[src/csvt_pkg.sv]
// ----------------------------------------------------------------------------
// csvt_pkg
// Shared types and constants of the CSV field tokenizer.
// ----------------------------------------------------------------------------
package csvt_pkg;

	// Event kinds on the result channel.
	localparam logic [1:0] EV_ROW_BEGIN = 2'd0;
	localparam logic [1:0] EV_DATA      = 2'd1;
	localparam logic [1:0] EV_FIELD_END = 2'd2;
	localparam logic [1:0] EV_ROW_END   = 2'd3;

	// Register indexes on the configuration port.
	localparam logic [1:0] REG_QUOTE     = 2'd0;
	localparam logic [1:0] REG_SEPARATOR = 2'd1;
	localparam logic [1:0] REG_EOL       = 2'd2;

	// Reset values of the character registers.
	localparam logic [7:0] QUOTE_RESET     = 8'd34;
	localparam logic [7:0] SEPARATOR_RESET = 8'd59;
	localparam logic [7:0] EOL_RESET       = 8'd10;

	localparam int ROW_OUT_BITS = 32;
	localparam int COL_OUT_BITS = 16;

	// One queue entry: the events caused by one input item. When both flags
	// are set, the row begin comes first and both events share row and column.
	typedef struct packed {
		logic                    has_begin;
		logic                    has_main;
		logic [1:0]              kind;
		logic [7:0]              data;
		logic [ROW_OUT_BITS-1:0] row;
		logic [COL_OUT_BITS-1:0] col;
	} csvt_rec_t;

	typedef struct packed {
		logic full;
		logic empty;
	} csvt_qstat_t;

endpackage

[src/csvt_front.sv]
// ----------------------------------------------------------------------------
// csvt_front
// Byte classifier: scan state, row and column counters, character registers.
// ----------------------------------------------------------------------------
module csvt_front #(
	parameter int ROW_BITS    = 32,
	parameter int COLUMN_BITS = 16
) (
	input  logic                 clk,
	input  logic                 arst_n,
	input  logic                 cfg_valid,
	input  logic [1:0]           cfg_index,
	input  logic [7:0]           cfg_data,
	input  logic                 in_valid,
	input  logic [7:0]           text_byte,
	input  csvt_pkg::csvt_qstat_t qstat,
	output logic                 push,
	output csvt_pkg::csvt_rec_t  push_rec
);
	import csvt_pkg::*;

	localparam logic [2:0] ST_LINE        = 3'd0;
	localparam logic [2:0] ST_FIELD_START = 3'd1;
	localparam logic [2:0] ST_PLAIN       = 3'd2;
	localparam logic [2:0] ST_QUOTED      = 3'd3;
	localparam logic [2:0] ST_QUOTE_SEEN  = 3'd4;
	localparam logic [2:0] ST_SKIP        = 3'd5;

	logic [7:0]             quote_q, sep_q, eol_q;
	logic [2:0]             state_q, state_d, s1, s2;
	logic [ROW_BITS-1:0]    row_q, row_d;
	logic [COLUMN_BITS-1:0] col_q, col_d, col_eff;
	logic                   is_begin, consumed, has_main, accept;
	logic [1:0]             kind;
	logic [7:0]             data;
	logic [ROW_BITS+ROW_OUT_BITS-1:0]    row_ext;
	logic [COLUMN_BITS+COL_OUT_BITS-1:0] col_ext;
	logic                   row_inc, col_inc;

	assign accept = in_valid & ~qstat.full;

	always_comb begin
		is_begin = (state_q == ST_LINE) || (state_q > ST_SKIP);
		s1       = is_begin ? ST_FIELD_START : state_q;
		col_eff  = is_begin ? '0 : col_q;
		consumed = 1'b0;
		s2       = s1;
		if (s1 == ST_FIELD_START) begin
			if (text_byte == quote_q) begin
				s2       = ST_QUOTED;
				consumed = 1'b1;
			end else begin
				s2 = ST_PLAIN;
			end
		end
		state_d  = s2;
		has_main = 1'b0;
		kind     = EV_DATA;
		data     = 8'd0;
		row_inc  = 1'b0;
		col_inc  = 1'b0;
		if (!consumed) begin
			unique case (s2)
				ST_PLAIN: begin
					priority if (text_byte == sep_q) begin
						has_main = 1'b1;
						kind     = EV_FIELD_END;
						col_inc  = 1'b1;
						state_d  = ST_FIELD_START;
					end else if (text_byte == eol_q) begin
						has_main = 1'b1;
						kind     = EV_ROW_END;
						row_inc  = 1'b1;
						state_d  = ST_LINE;
					end else begin
						has_main = 1'b1;
						data     = text_byte;
					end
				end
				ST_QUOTED: begin
					if (text_byte == quote_q) begin
						state_d = ST_QUOTE_SEEN;
					end else begin
						has_main = 1'b1;
						data     = text_byte;
					end
				end
				ST_QUOTE_SEEN: begin
					priority if (text_byte == quote_q) begin
						has_main = 1'b1;
						data     = quote_q;
						state_d  = ST_QUOTED;
					end else if (text_byte == sep_q) begin
						has_main = 1'b1;
						kind     = EV_FIELD_END;
						col_inc  = 1'b1;
						state_d  = ST_FIELD_START;
					end else if (text_byte == eol_q) begin
						has_main = 1'b1;
						kind     = EV_ROW_END;
						row_inc  = 1'b1;
						state_d  = ST_LINE;
					end else begin
						state_d = ST_SKIP;
					end
				end
				ST_SKIP: begin
					// A corrupt field ends without events; its column is reused.
					priority if (text_byte == sep_q) begin
						state_d = ST_FIELD_START;
					end else if (text_byte == eol_q) begin
						row_inc = 1'b1;
						state_d = ST_LINE;
					end else begin
						state_d = ST_SKIP;
					end
				end
				default: begin
					state_d = s2;
				end
			endcase
		end
		row_d = (row_inc && row_q != '1) ? row_q + 1'b1 : row_q;
		col_d = (col_inc && col_eff != '1) ? col_eff + 1'b1 : col_eff;
	end

	// Reported indices saturate at the port widths.
	assign row_ext = {{ROW_OUT_BITS{1'b0}}, row_q};
	assign col_ext = {{COL_OUT_BITS{1'b0}}, col_eff};

	always_comb begin
		push_rec.has_begin = is_begin;
		push_rec.has_main  = has_main;
		push_rec.kind      = kind;
		push_rec.data      = data;
		push_rec.row       = (|row_ext[ROW_BITS+ROW_OUT_BITS-1:ROW_OUT_BITS]) ?
			{ROW_OUT_BITS{1'b1}} : row_ext[ROW_OUT_BITS-1:0];
		push_rec.col       = (|col_ext[COLUMN_BITS+COL_OUT_BITS-1:COL_OUT_BITS]) ?
			{COL_OUT_BITS{1'b1}} : col_ext[COL_OUT_BITS-1:0];
	end

	assign push = accept & (is_begin | has_main);

	always_ff @(posedge clk or negedge arst_n) begin
		if (!arst_n) begin
			state_q <= ST_LINE;
			row_q   <= '0;
			col_q   <= '0;
		end else if (accept) begin
			state_q <= state_d;
			row_q   <= row_d;
			col_q   <= col_d;
		end
	end

	always_ff @(posedge clk or negedge arst_n) begin
		if (!arst_n) begin
			quote_q <= QUOTE_RESET;
			sep_q   <= SEPARATOR_RESET;
			eol_q   <= EOL_RESET;
		end else if (cfg_valid) begin
			unique case (cfg_index)
				REG_QUOTE:     quote_q <= cfg_data;
				REG_SEPARATOR: sep_q   <= cfg_data;
				REG_EOL:       eol_q   <= cfg_data;
				default: begin
				end
			endcase
		end
	end

endmodule

[src/csvt_queue.sv]
// ----------------------------------------------------------------------------
// csvt_queue
// Small register queue of event records between front and back.
// ----------------------------------------------------------------------------
module csvt_queue #(
	parameter int DEPTH = 4
) (
	input  logic                  clk,
	input  logic                  arst_n,
	input  logic                  push,
	input  csvt_pkg::csvt_rec_t   push_rec,
	input  logic                  pop,
	output csvt_pkg::csvt_rec_t   head_rec,
	output csvt_pkg::csvt_qstat_t qstat
);
	import csvt_pkg::*;

	localparam int AW = (DEPTH > 1) ? $clog2(DEPTH) : 1;
	localparam int CW = $clog2(DEPTH + 1);

	csvt_rec_t       mem_q [DEPTH];
	logic [AW-1:0]   wr_q, rd_q;
	logic [CW-1:0]   count_q;
	logic            do_push, do_pop;

	assign qstat.full  = (count_q == CW'(DEPTH));
	assign qstat.empty = (count_q == '0);
	assign do_push     = push & ~qstat.full;
	assign do_pop      = pop & ~qstat.empty;
	assign head_rec    = mem_q[rd_q];

	always_ff @(posedge clk) begin
		if (do_push) begin
			mem_q[wr_q] <= push_rec;
		end
	end

	always_ff @(posedge clk or negedge arst_n) begin
		if (!arst_n) begin
			wr_q    <= '0;
			rd_q    <= '0;
			count_q <= '0;
		end else begin
			if (do_push) begin
				wr_q <= (wr_q == AW'(DEPTH - 1)) ? '0 : wr_q + 1'b1;
			end
			if (do_pop) begin
				rd_q <= (rd_q == AW'(DEPTH - 1)) ? '0 : rd_q + 1'b1;
			end
			if (do_push && !do_pop) begin
				count_q <= count_q + 1'b1;
			end else if (do_pop && !do_push) begin
				count_q <= count_q - 1'b1;
			end
		end
	end

endmodule

[src/csvt_back.sv]
// ----------------------------------------------------------------------------
// csvt_back
// Expands queue records into single events and holds the output register.
// ----------------------------------------------------------------------------
module csvt_back (
	input  logic                  clk,
	input  logic                  arst_n,
	input  csvt_pkg::csvt_rec_t   head_rec,
	input  csvt_pkg::csvt_qstat_t qstat,
	output logic                  pop,
	input  logic                  out_stall,
	output logic                  out_valid,
	output logic [1:0]            event_kind,
	output logic [7:0]            field_byte,
	output logic [31:0]           row_index,
	output logic [15:0]           column_index,
	output logic                  last_of_run
);
	import csvt_pkg::*;

	logic       valid_q, phase_q, load, emit_begin;
	logic [1:0] kind_q;
	logic [7:0] data_q;
	logic [31:0] row_q;
	logic [15:0] col_q;
	logic       last_q;

	// The output register may take a new event when empty or being drained.
	assign load       = (~valid_q | ~out_stall) & ~qstat.empty;
	assign emit_begin = head_rec.has_begin & ~phase_q;
	assign pop        = load & ~(emit_begin & head_rec.has_main);

	always_ff @(posedge clk or negedge arst_n) begin
		if (!arst_n) begin
			valid_q <= 1'b0;
			phase_q <= 1'b0;
		end else if (!valid_q || !out_stall) begin
			valid_q <= ~qstat.empty;
			if (load) begin
				phase_q <= emit_begin & head_rec.has_main;
			end
		end
	end

	always_ff @(posedge clk) begin
		if (load) begin
			row_q <= head_rec.row;
			if (emit_begin) begin
				kind_q <= EV_ROW_BEGIN;
				data_q <= 8'd0;
				col_q  <= '0;
				last_q <= ~head_rec.has_main;
			end else begin
				kind_q <= head_rec.kind;
				data_q <= head_rec.data;
				col_q  <= head_rec.col;
				last_q <= 1'b1;
			end
		end
	end

	assign out_valid    = valid_q;
	assign event_kind   = kind_q;
	assign field_byte   = data_q;
	assign row_index    = row_q;
	assign column_index = col_q;
	assign last_of_run  = last_q;

endmodule

[src/csv_field_tokenizer.sv]
// ----------------------------------------------------------------------------
// csv_field_tokenizer
// Streaming CSV tokenizer with configurable quote, separator and end-of-line.
// ----------------------------------------------------------------------------
//
//   channel   direction  handshake               payload
//   input     in         in_valid / in_stall     text_byte
//   result    out        out_valid / out_stall   event_kind, field_byte,
//                                                row_index, column_index,
//                                                last_of_run
//   config    in         cfg_valid / cfg_ready   cfg_index, cfg_data
//
// One text byte is accepted per cycle while the record queue is not full;
// each causes zero, one or two result items, and the result register emits
// one item per cycle while out_stall is low. A byte's record is written into
// the queue at the edge that accepts it, and its first result item then
// moves from the queue into the output register. Reset clears the scan state,
// counters, queue and output register and restores the default characters.
// The input stalls only when the record queue is full; cfg_ready is always
// high.
//
// The front classifies each byte against the three character registers,
// advances the scan state and the saturating row and column counters, and
// writes one record of any events it caused into a short queue. The back
// expands each record into its row begin and main events and drives the
// result register, which holds a valid item still while out_stall is high.
module csv_field_tokenizer #(
	parameter int ROW_BITS    = 32,
	parameter int COLUMN_BITS = 16,
	parameter int QUEUE_DEPTH = 4
) (
	input  logic        clk,
	input  logic        arst_n,
	input  logic        cfg_valid,
	output logic        cfg_ready,
	input  logic [1:0]  cfg_index,
	input  logic [7:0]  cfg_data,
	input  logic        in_valid,
	output logic        in_stall,
	input  logic [7:0]  text_byte,
	output logic        out_valid,
	input  logic        out_stall,
	output logic [1:0]  event_kind,
	output logic [7:0]  field_byte,
	output logic [31:0] row_index,
	output logic [15:0] column_index,
	output logic        last_of_run
);
	import csvt_pkg::*;

	csvt_rec_t   push_rec, head_rec;
	csvt_qstat_t qstat;
	logic        push, pop;

	// Registers are written whenever offered; software writes only while idle, but the block does not enforce it.
	assign cfg_ready = 1'b1;
	assign in_stall  = qstat.full;

	csvt_front #(
		.ROW_BITS    (ROW_BITS),
		.COLUMN_BITS (COLUMN_BITS)
	) u_front (
		.clk       (clk),
		.arst_n    (arst_n),
		.cfg_valid (cfg_valid),
		.cfg_index (cfg_index),
		.cfg_data  (cfg_data),
		.in_valid  (in_valid),
		.text_byte (text_byte),
		.qstat     (qstat),
		.push      (push),
		.push_rec  (push_rec)
	);

	csvt_queue #(
		.DEPTH (QUEUE_DEPTH)
	) u_queue (
		.clk      (clk),
		.arst_n   (arst_n),
		.push     (push),
		.push_rec (push_rec),
		.pop      (pop),
		.head_rec (head_rec),
		.qstat    (qstat)
	);

	csvt_back u_back (
		.clk          (clk),
		.arst_n       (arst_n),
		.head_rec     (head_rec),
		.qstat        (qstat),
		.pop          (pop),
		.out_stall    (out_stall),
		.out_valid    (out_valid),
		.event_kind   (event_kind),
		.field_byte   (field_byte),
		.row_index    (row_index),
		.column_index (column_index),
		.last_of_run  (last_of_run)
	);

endmodule

[config.mk]
export PLATFORM = sky130hd
export DESIGN_NAME = csv_field_tokenizer
export DESIGN_NICKNAME = d
export VERILOG_FILES = /design/src/csvt_pkg.sv /design/src/csvt_front.sv /design/src/csvt_queue.sv /design/src/csvt_back.sv /design/src/csv_field_tokenizer.sv
export SDC_FILE = /design/constraint.sdc
export NUM_CORES = 1
export LEC_CHECK = 0
export ABC_AREA = 1
export BUFFER_PORTS_ARGS = -buffer_cell sky130_fd_sc_hd__buf_2
export CAP_MARGIN = 20
export CORE_MARGIN = 5
export CORE_UTILIZATION = 42
export DETAILED_ROUTE_END_ITERATION = 16
export PLACE_DENSITY_LB_ADDON = 0.3
export SLEW_MARGIN = 20
export SYNTH_ARGS = -nofsm -noshare
export SYNTH_HDL_FRONTEND = slang
export SYNTH_SLANG_ARGS = --single-unit
[constraint.sdc]
create_clock -name clk -period 5.79 [get_ports clk]
set_input_delay 0.8685 -clock clk [delete_from_list [all_inputs] [get_ports clk]]
set_output_delay 0.8685 -clock clk [all_outputs]
set_load 0.01 [all_outputs]
# Yosys cells after proc, flatten, opt, wreduce, memory -nomap -nowiden
# Memories as Yosys holds them, arrays and structs flattened.
# Cells that the tools add are included.
# Widths: inputs -> output; s select.
totals:
  ram_bits: 240
  memories: 1
  output_inout_bits: 62
  word_cells: 122
  regBits: 143
  latch_bits: 0
  rom_bits: 0
  inputBits: 23
mem_list:
  columns: ["name", "words", "word_bits", "read_ports", "rd_clocked_by_memory_dff", "write_ports", "line_no", "text"]
  rows:
  - ["u_queue.mem_q", 4, 60, 1, 0, 1, "csvt_queue.sv:21", "csvt_rec_t mem_q [DEPTH];"]
classes:
  shift: 0
  magnitude_cmp: 1
  reduce_logical: 20
  n_eq_ne: 15
  n_mux: 46
  n_bitwise: 17
  n_mul: 0
  n_addsub: 6
  div_mod_pow: 0
ops:
  columns: ["cell", "n"]
  rows:
  - ["$mux 8", 5]
  - ["$mux 3", 11]
  - ["$add 32x1->32 const B", 1]
  - ["$mux 16", 2]
  - ["$ne 32x32->1 const B", 1]
  - ["$eq 8x8->1", 3]
  - ["$pmux 8 s3", 1]
  - ["$add 16x1->16 const B", 1]
  - ["$mux 1", 16]
  - ["$ne 16x16->1 const B", 1]
  - ["$mux 2", 6]
  - ["$pmux 3 s4", 1]
  - ["$reduce_and 2->1", 5]
  - ["$eq 3x3->1 const B", 3]
  - ["$and 1x1->1", 8]
  - ["$not 1->1", 7]
  - ["$eq 2x2->1 const B", 3]
  - ["$eq 3x2->1 const B", 2]
  - ["$logic_not 3->1", 2]
  - ["$add 2x1->2 const B", 2]
  - ["$logic_and 1x1->1", 4]
  - ["$logic_not 1->1", 4]
  - ["$pmux 1 s2", 2]
  - ["$pmux 2 s2", 1]
  - ["11 further kinds", 13]

# Depth between registers and ports, before layout
logic_depth:
  word_depth: 15
  depth_mapped: 18
  ltp_nobuf: 18

# Hierarchy
# From an unflattened synthesis, not the netlist that was laid out.
hier_totals:
  cells_unflattened: 1625
  hier_area_um2: 17546.8
modules_own_cells:
  columns: ["mod", "area_per_inst_um2", "instances", "seq_area_each_um2", "cells_each"]
  rows:
  - ["csvt_queue", 10333.7, 1, 7382.1, 761]
  - ["csvt_front", 5103.6, 1, 1888.1, 735]
  - ["csvt_back", 2098.3, 1, 1821.7, 127]
  - ["csv_field_tokenizer", 11.3, 1, 0.0, 2]

# Worst setup path after synthesis
# No wires, ideal clock.
synth_timing:
  path_type: "input to register"
  startpoint: "in text_byte[1]"
  endpoint: "mem u_queue.mem_q[0][0] (netlist bit), enable pin"
  t_arrival_ns: 4.298
  slack_ns: 1.014
  cell_stages: 8
  setup_ns: 0.478
  t_required_ns: 5.312
  n_path_buf: 0
  path_cell_list: "or2_1 a21oi_1 nand3_1 nand3_1 nand2_1 nand3_1 nand2_1 nor2_1"
synth_via:
  elab_chain_len: 11
  elab_cells_between_ends: 21
  classes_between: "eq/ne: 6; mux: 12; bitwise: 3"
synth_rtl:
  columns: ["element", "line_no", "text"]
  rows:
  - ["from (decl)", "csv_field_tokenizer.sv:40", "input logic [7:0] text_byte,"]
  - ["$eq 8x8->1 (on tied branches)", null, null]
  - ["$mux 1 (on tied branches)", "csvt_front.sv:49, csvt_front.sv:98", null]
  - ["$mux 3 or $mux 1 (tied branches)", "csvt_front.sv:48, csvt_front.sv:93", null]
  - ["$eq 3x3->1, or another cell as far along", "csvt_front.sv:63", "unique case (s2)"]
  - ["$pmux 1 s3", "csvt_front.sv:63", null]
  - ["$mux 1 *", "csvt_front.sv:62", "if (!consumed) begin"]
  - ["$or 1x1->1 *", "csvt_front.sv:142", "assign push = accept & (is_begin | has_main);"]
  - ["$and 1x1->1 *", "csvt_front.sv:142", null]
  - ["$and 1x1->1 *", "csvt_queue.sv:28", "assign do_push = push & ~qstat.full;"]
  - ["$mux 1 *", "csvt_queue.sv:33", "if (do_push) begin"]
  - ["$mux 1 (not written as such) *", "csvt_queue.sv:34", "mem_q[wr_q] <= push_rec;"]
  - ["to (decl)", "csvt_queue.sv:21", null]
# Every way passes the cells marked *; elsewhere a longest branch is shown, timed or not.

# Worst setup path after layout
layout_timing:
  startpoint: "reg u_front.state_q[2]"
  endpoint: "mem u_queue.mem_q[0][10] (netlist bit), enable pin"
layout_via:
  elab_chain_len: 13
  elab_cells_between_ends: 17
  classes_between: "order compare: 1; eq/ne: 4; mux: 7; bitwise: 3; reduce/logical: 2"
layout_rtl:
  columns: ["element", "line_no", "text"]
  rows:
  - ["from (decl)", "csvt_front.sv:30", "logic [2:0] state_q, state_d, s1, s2;"]
  - ["from (signal assigned)", "csvt_front.sv:150", "state_q <= state_d;"]
  - ["$gt 3x3->1 or $logic_not 3->1 (tied branches)", "csvt_front.sv:43", "is_begin = (state_q == ST_LINE) || (state_q > ST_SKIP);"]
  - ["$logic_or 1x1->1", "csvt_front.sv:43", null]
  - ["$mux 3", "csvt_front.sv:44", "s1 = is_begin ? ST_FIELD_START : state_q;"]
  - ["$eq 3x1->1", "csvt_front.sv:48", "if (s1 == ST_FIELD_START) begin"]
  - ["$mux 3", "csvt_front.sv:48", null]
  - ["$eq 3x3->1 or $eq 3x2->1 (tied branches)", "csvt_front.sv:63", null]
  - ["$pmux 1 s3", "csvt_front.sv:63", null]
  - ["$mux 1", "csvt_front.sv:62", null]
  - ["$or 1x1->1 *", "csvt_front.sv:142", null]
  - ["$and 1x1->1 *", "csvt_front.sv:142", null]
  - ["$and 1x1->1 *", "csvt_queue.sv:28", null]
  - ["$mux 1 *", "csvt_queue.sv:33", null]
  - ["$mux 1 (not written as such) *", "csvt_queue.sv:34", null]
# Marks and branches as above.

==> impl_metrics.toml <==
[logic_synthesis]
yosys.area_share.simple_pct = 16.7
synthXorXnorAreaFrac_pct = 2.62
synth_compound_area_share_pct = 7.29
yosys-top-cells-area = "edfxtp_1 (55%), dfrtp_1 (11%), nand2_1 (6.9%), nor2_1 (4.6%), o21ai_0 (4.6%)"
synth_edf_count = 299
synth_warnings = 0
synthFlopType = "edfxtp_1"
synth_top_family_by_area = "simple AND/OR/NAND/NOR gates"
postSynthCellCount = 1512
ys_seq_area_share_pct = 67.6
synth_top_area_cell = "edfxtp_1"
synth_nets = 1547
synthMuxAreaShare_pct = 0.0687
synthArstFlopShare_pct = 21.9
synthAdderAreaFrac_pct = 0.961
synth_cell_types = 39
yosysTopAreaCellShare_pct = 54.8
synth-seq-cells = 383
syn_area_per_cell_um2 = 10.8
synthesis.area_um2 = 16400

[floorplanning]
dieArea_um2 = 43100
io_pins = 85
die_h_um = 208
start_util_pct = 42.4
fp-row-count = 72
dieWidth_um = 208
core_um2 = 38600

[sta]
fmax_ghz = 0.273
period_share_pct = 63.3
maxSlewViolCount = 0
finClkSkew_ns = 0.0201
setup_violations = 0
period_needed_ns = 3.66
tightestPinTransition_ns = 0.929
relSlewSlack_pct = 37.7
finalHoldViolations = 0
rsz0062_at_grt = "false"
tns_ns = 0
fin_ws_ns = 2.13

[power_and_ir_drop]
irDropWorstVdd_uv = 506
leakage_uw = 0.00739
sw_frac_of_total_pct = 33.8
power_frac_seq_pct = 46.0
p_comb_share_pct = 27.9
clockPowerShare_pct = 26.1
switchingPower_uw = 3050
power_density_nw_per_um2 = 488
p_int_uw = 5980

[drt]
ant_nets = 0
dr.pass1.iters = 6
routed_wl_mm = 36.8
drc = 0
via_per_inst = 5.11
num_vias = 10900
wl_per_cell_um = 17.2
drt_iter0_drc = 933

[clock_network]
cts_buffer_depth = 3
root_buffer = "clkbuf_16"
post_cts_buffers = 0
cts_buffers = 41
cts_tree = "yes"
clk_pin_slew_ns = 0.06
cts_repair_resize_count = 0
clk_latency_ns = 0.54
clkSinkCount = 383
hold_buffers = 0
h-tree-depth = 2

[cells_and_area]
final_nets = 1629
n_antenna_cell = 0
instances_no_fill = 2140
seq_area_um2 = 11100
drive_above_1_share_pct = 11.9
nFillCells = 3514
multiInputGateArea_um2 = 4560
syn_to_final_growth_pct = 13.0

[worst_setup_path]
crit_fanout = 24
worstPathRequired_ns = 6.00
worst_setup_path_end_kind = "register"
startpoint = "u_front.state_q[2]"
r2r-start = "u_front.state_q[2]"
critPathArrivalTime_ns = 3.87
cp-start-kind = "register"
critical_path_class = "reg -> reg"

[run]
cap_violations = 0

[grt]
track_usage_pct = 16.9
grt_pass1_wl_mm = 59.0
antenna_found_initial = 0
grt.overflow.total = 0
grt_pass1_vias = 10700
grt_max_degree = 87

[run_status]
status = "completed"

[placed_design]
dp_hpwl_mm = 23.0
dp_slack_ns = 2.00
place_inst = 2069
portBuffers = 83
routabilityCongestion = 0.896

[worst_hold_path]
hold_path_class = "in -> async"
[synth_stat cells, types with 2 or more instances]
cell type,number
nand3b_1,8
o21ai_0,152
buf_4,2
a21oi_1,7
nor2_2,8
xnor2_1,15
clkbuf_1,45
ha_1,11
nand3_1,71
dfrtp_1,75
inv_2,8
nor3_1,26
buf_2,7
nand4_1,17
o21ai_2,2
xor2_1,34
nor2_4,3
buf_6,4
dfstp_2,9
inv_1,125
nor2_1,203
edfxtp_1,299
nand2_1,303
o22ai_1,58
nand2_2,6
[cell type report]
cell class | count | area share [%]
Sequential cell | 383 | 59.9
Multi-Input combinational cell | 936 | 24.6
Clock buffer | 53 | 5.78
Tap cell | 518 | 3.50
Timing Repair Buffer | 98 | 2.93
Inverter | 134 | 2.72
Clock inverter | 18 | 0.560
[path summary, 6_finish.rpt]
kind,to,slack (ns),depth (start not counted)
min reg2reg,u_front.col_q[15],0.48,2
max,u_queue.mem_q[0][10],2.13,11
max in group asynchronous,u_queue.rd_q[0],4.30,2
min in group clk,u_front.col_q[15],0.48,2
min,u_front.quote_q[3],0.19,1
max reg2reg,u_queue.mem_q[0][10],2.13,11
[metrics by stage]
step | power, uW | hold slack (ns) | utilization, % | instance area (um^2)
floorplan | 5810 | 0.449 | - | 16400
global placement | 6710 | 0.465 | 44.9 | 17400
detailed placement | 6780 | 0.473 | 44.9 | 17400
CTS | 9160 | 0.176 | 47.9 | 18500
global route | 9620 | 0.202 | 47.9 | 18500
finish | 9030 | 0.193 | 47.9 | 18500
[sequential cells by signal, summed over array words and instances (netlist names)]
name	flops
u_back.phase_q	1
u_back.row_index	32
u_front.state_q	3
u_front.row_q	32
u_queue.mem_q	240
u_queue.count_q	3
u_back.last_of_run	1
u_front.eol_q	8
u_back.out_valid	1
u_back.column_index	16
u_front.col_q	16
u_front.sep_q	8
u_queue.rd_q	2
u_front.quote_q	8
u_back.event_kind	2
u_back.field_byte	8
u_queue.wr_q	2
[worst max-delay path, stage by stage, from the launching register on]
cell     delay (ns)
dfrtp_1        0.42
ha_1           0.21
inv_2          0.15
nand2_2        0.29
inv_2          0.20
nand3_1        0.13
nand2_2        0.20
nand2_1        0.11
nand3_1        0.13
nand2_1        0.28
nor2_4         0.74
buf_4          0.42
[power by group through the flow]
stage / combinational, uW / sequential [uW] / clock, uW
2_1_floorplan: 1520 / 4280 / 0
3_3_place_gp: 2520 / 4200 / 0
3_5_place_dp: 2570 / 4210 / 0
4_1_cts: 2580 / 4160 / 2420
5_1_grt: 2850 / 4220 / 2540
6_report: 2520 / 4160 / 2360
[kinds of logic after synthesis]
group / count (synthesis)
AOI/OAI and AO/OA: 222
xor gates and xnor gates: 49
adders and majority gates: 12
buffers and inverters: 193
DFF: 383
muxes: 1
other: 1
and+or+nand+nor: 651
[metal layers]
metal	share of wire, %	global-route usage [%]	up-vias
met2	46	26.8	254
li1	-	-	5307
met5	0	0	-
met1	47	24.1	5324
met4	2.9	5.70	0
met3	4.1	2.43	58
[placed cells by master (no fill, tap or decap), types with 7 or more instances in the layout]
master and n:
clkbuf_16 41, xnor2_1 15, buf_2 82, nor3_1 26, o22ai_1 58, nor2_1 199
inv_1 123, o21ai_0 152, a21oi_1 7, nor2_2 8, dfstp_2 9, nand3b_1 8
dfrtp_1 74, inv_2 9, nand2_1 303, clkinv_1 12, nand3_1 71, buf_4 15
nand4_1 17, clkbuf_1 12, xor2_1 34, nor2_4 7, ha_1 11, edfxtp_1 299
Power figures use the tool's default switching activity.
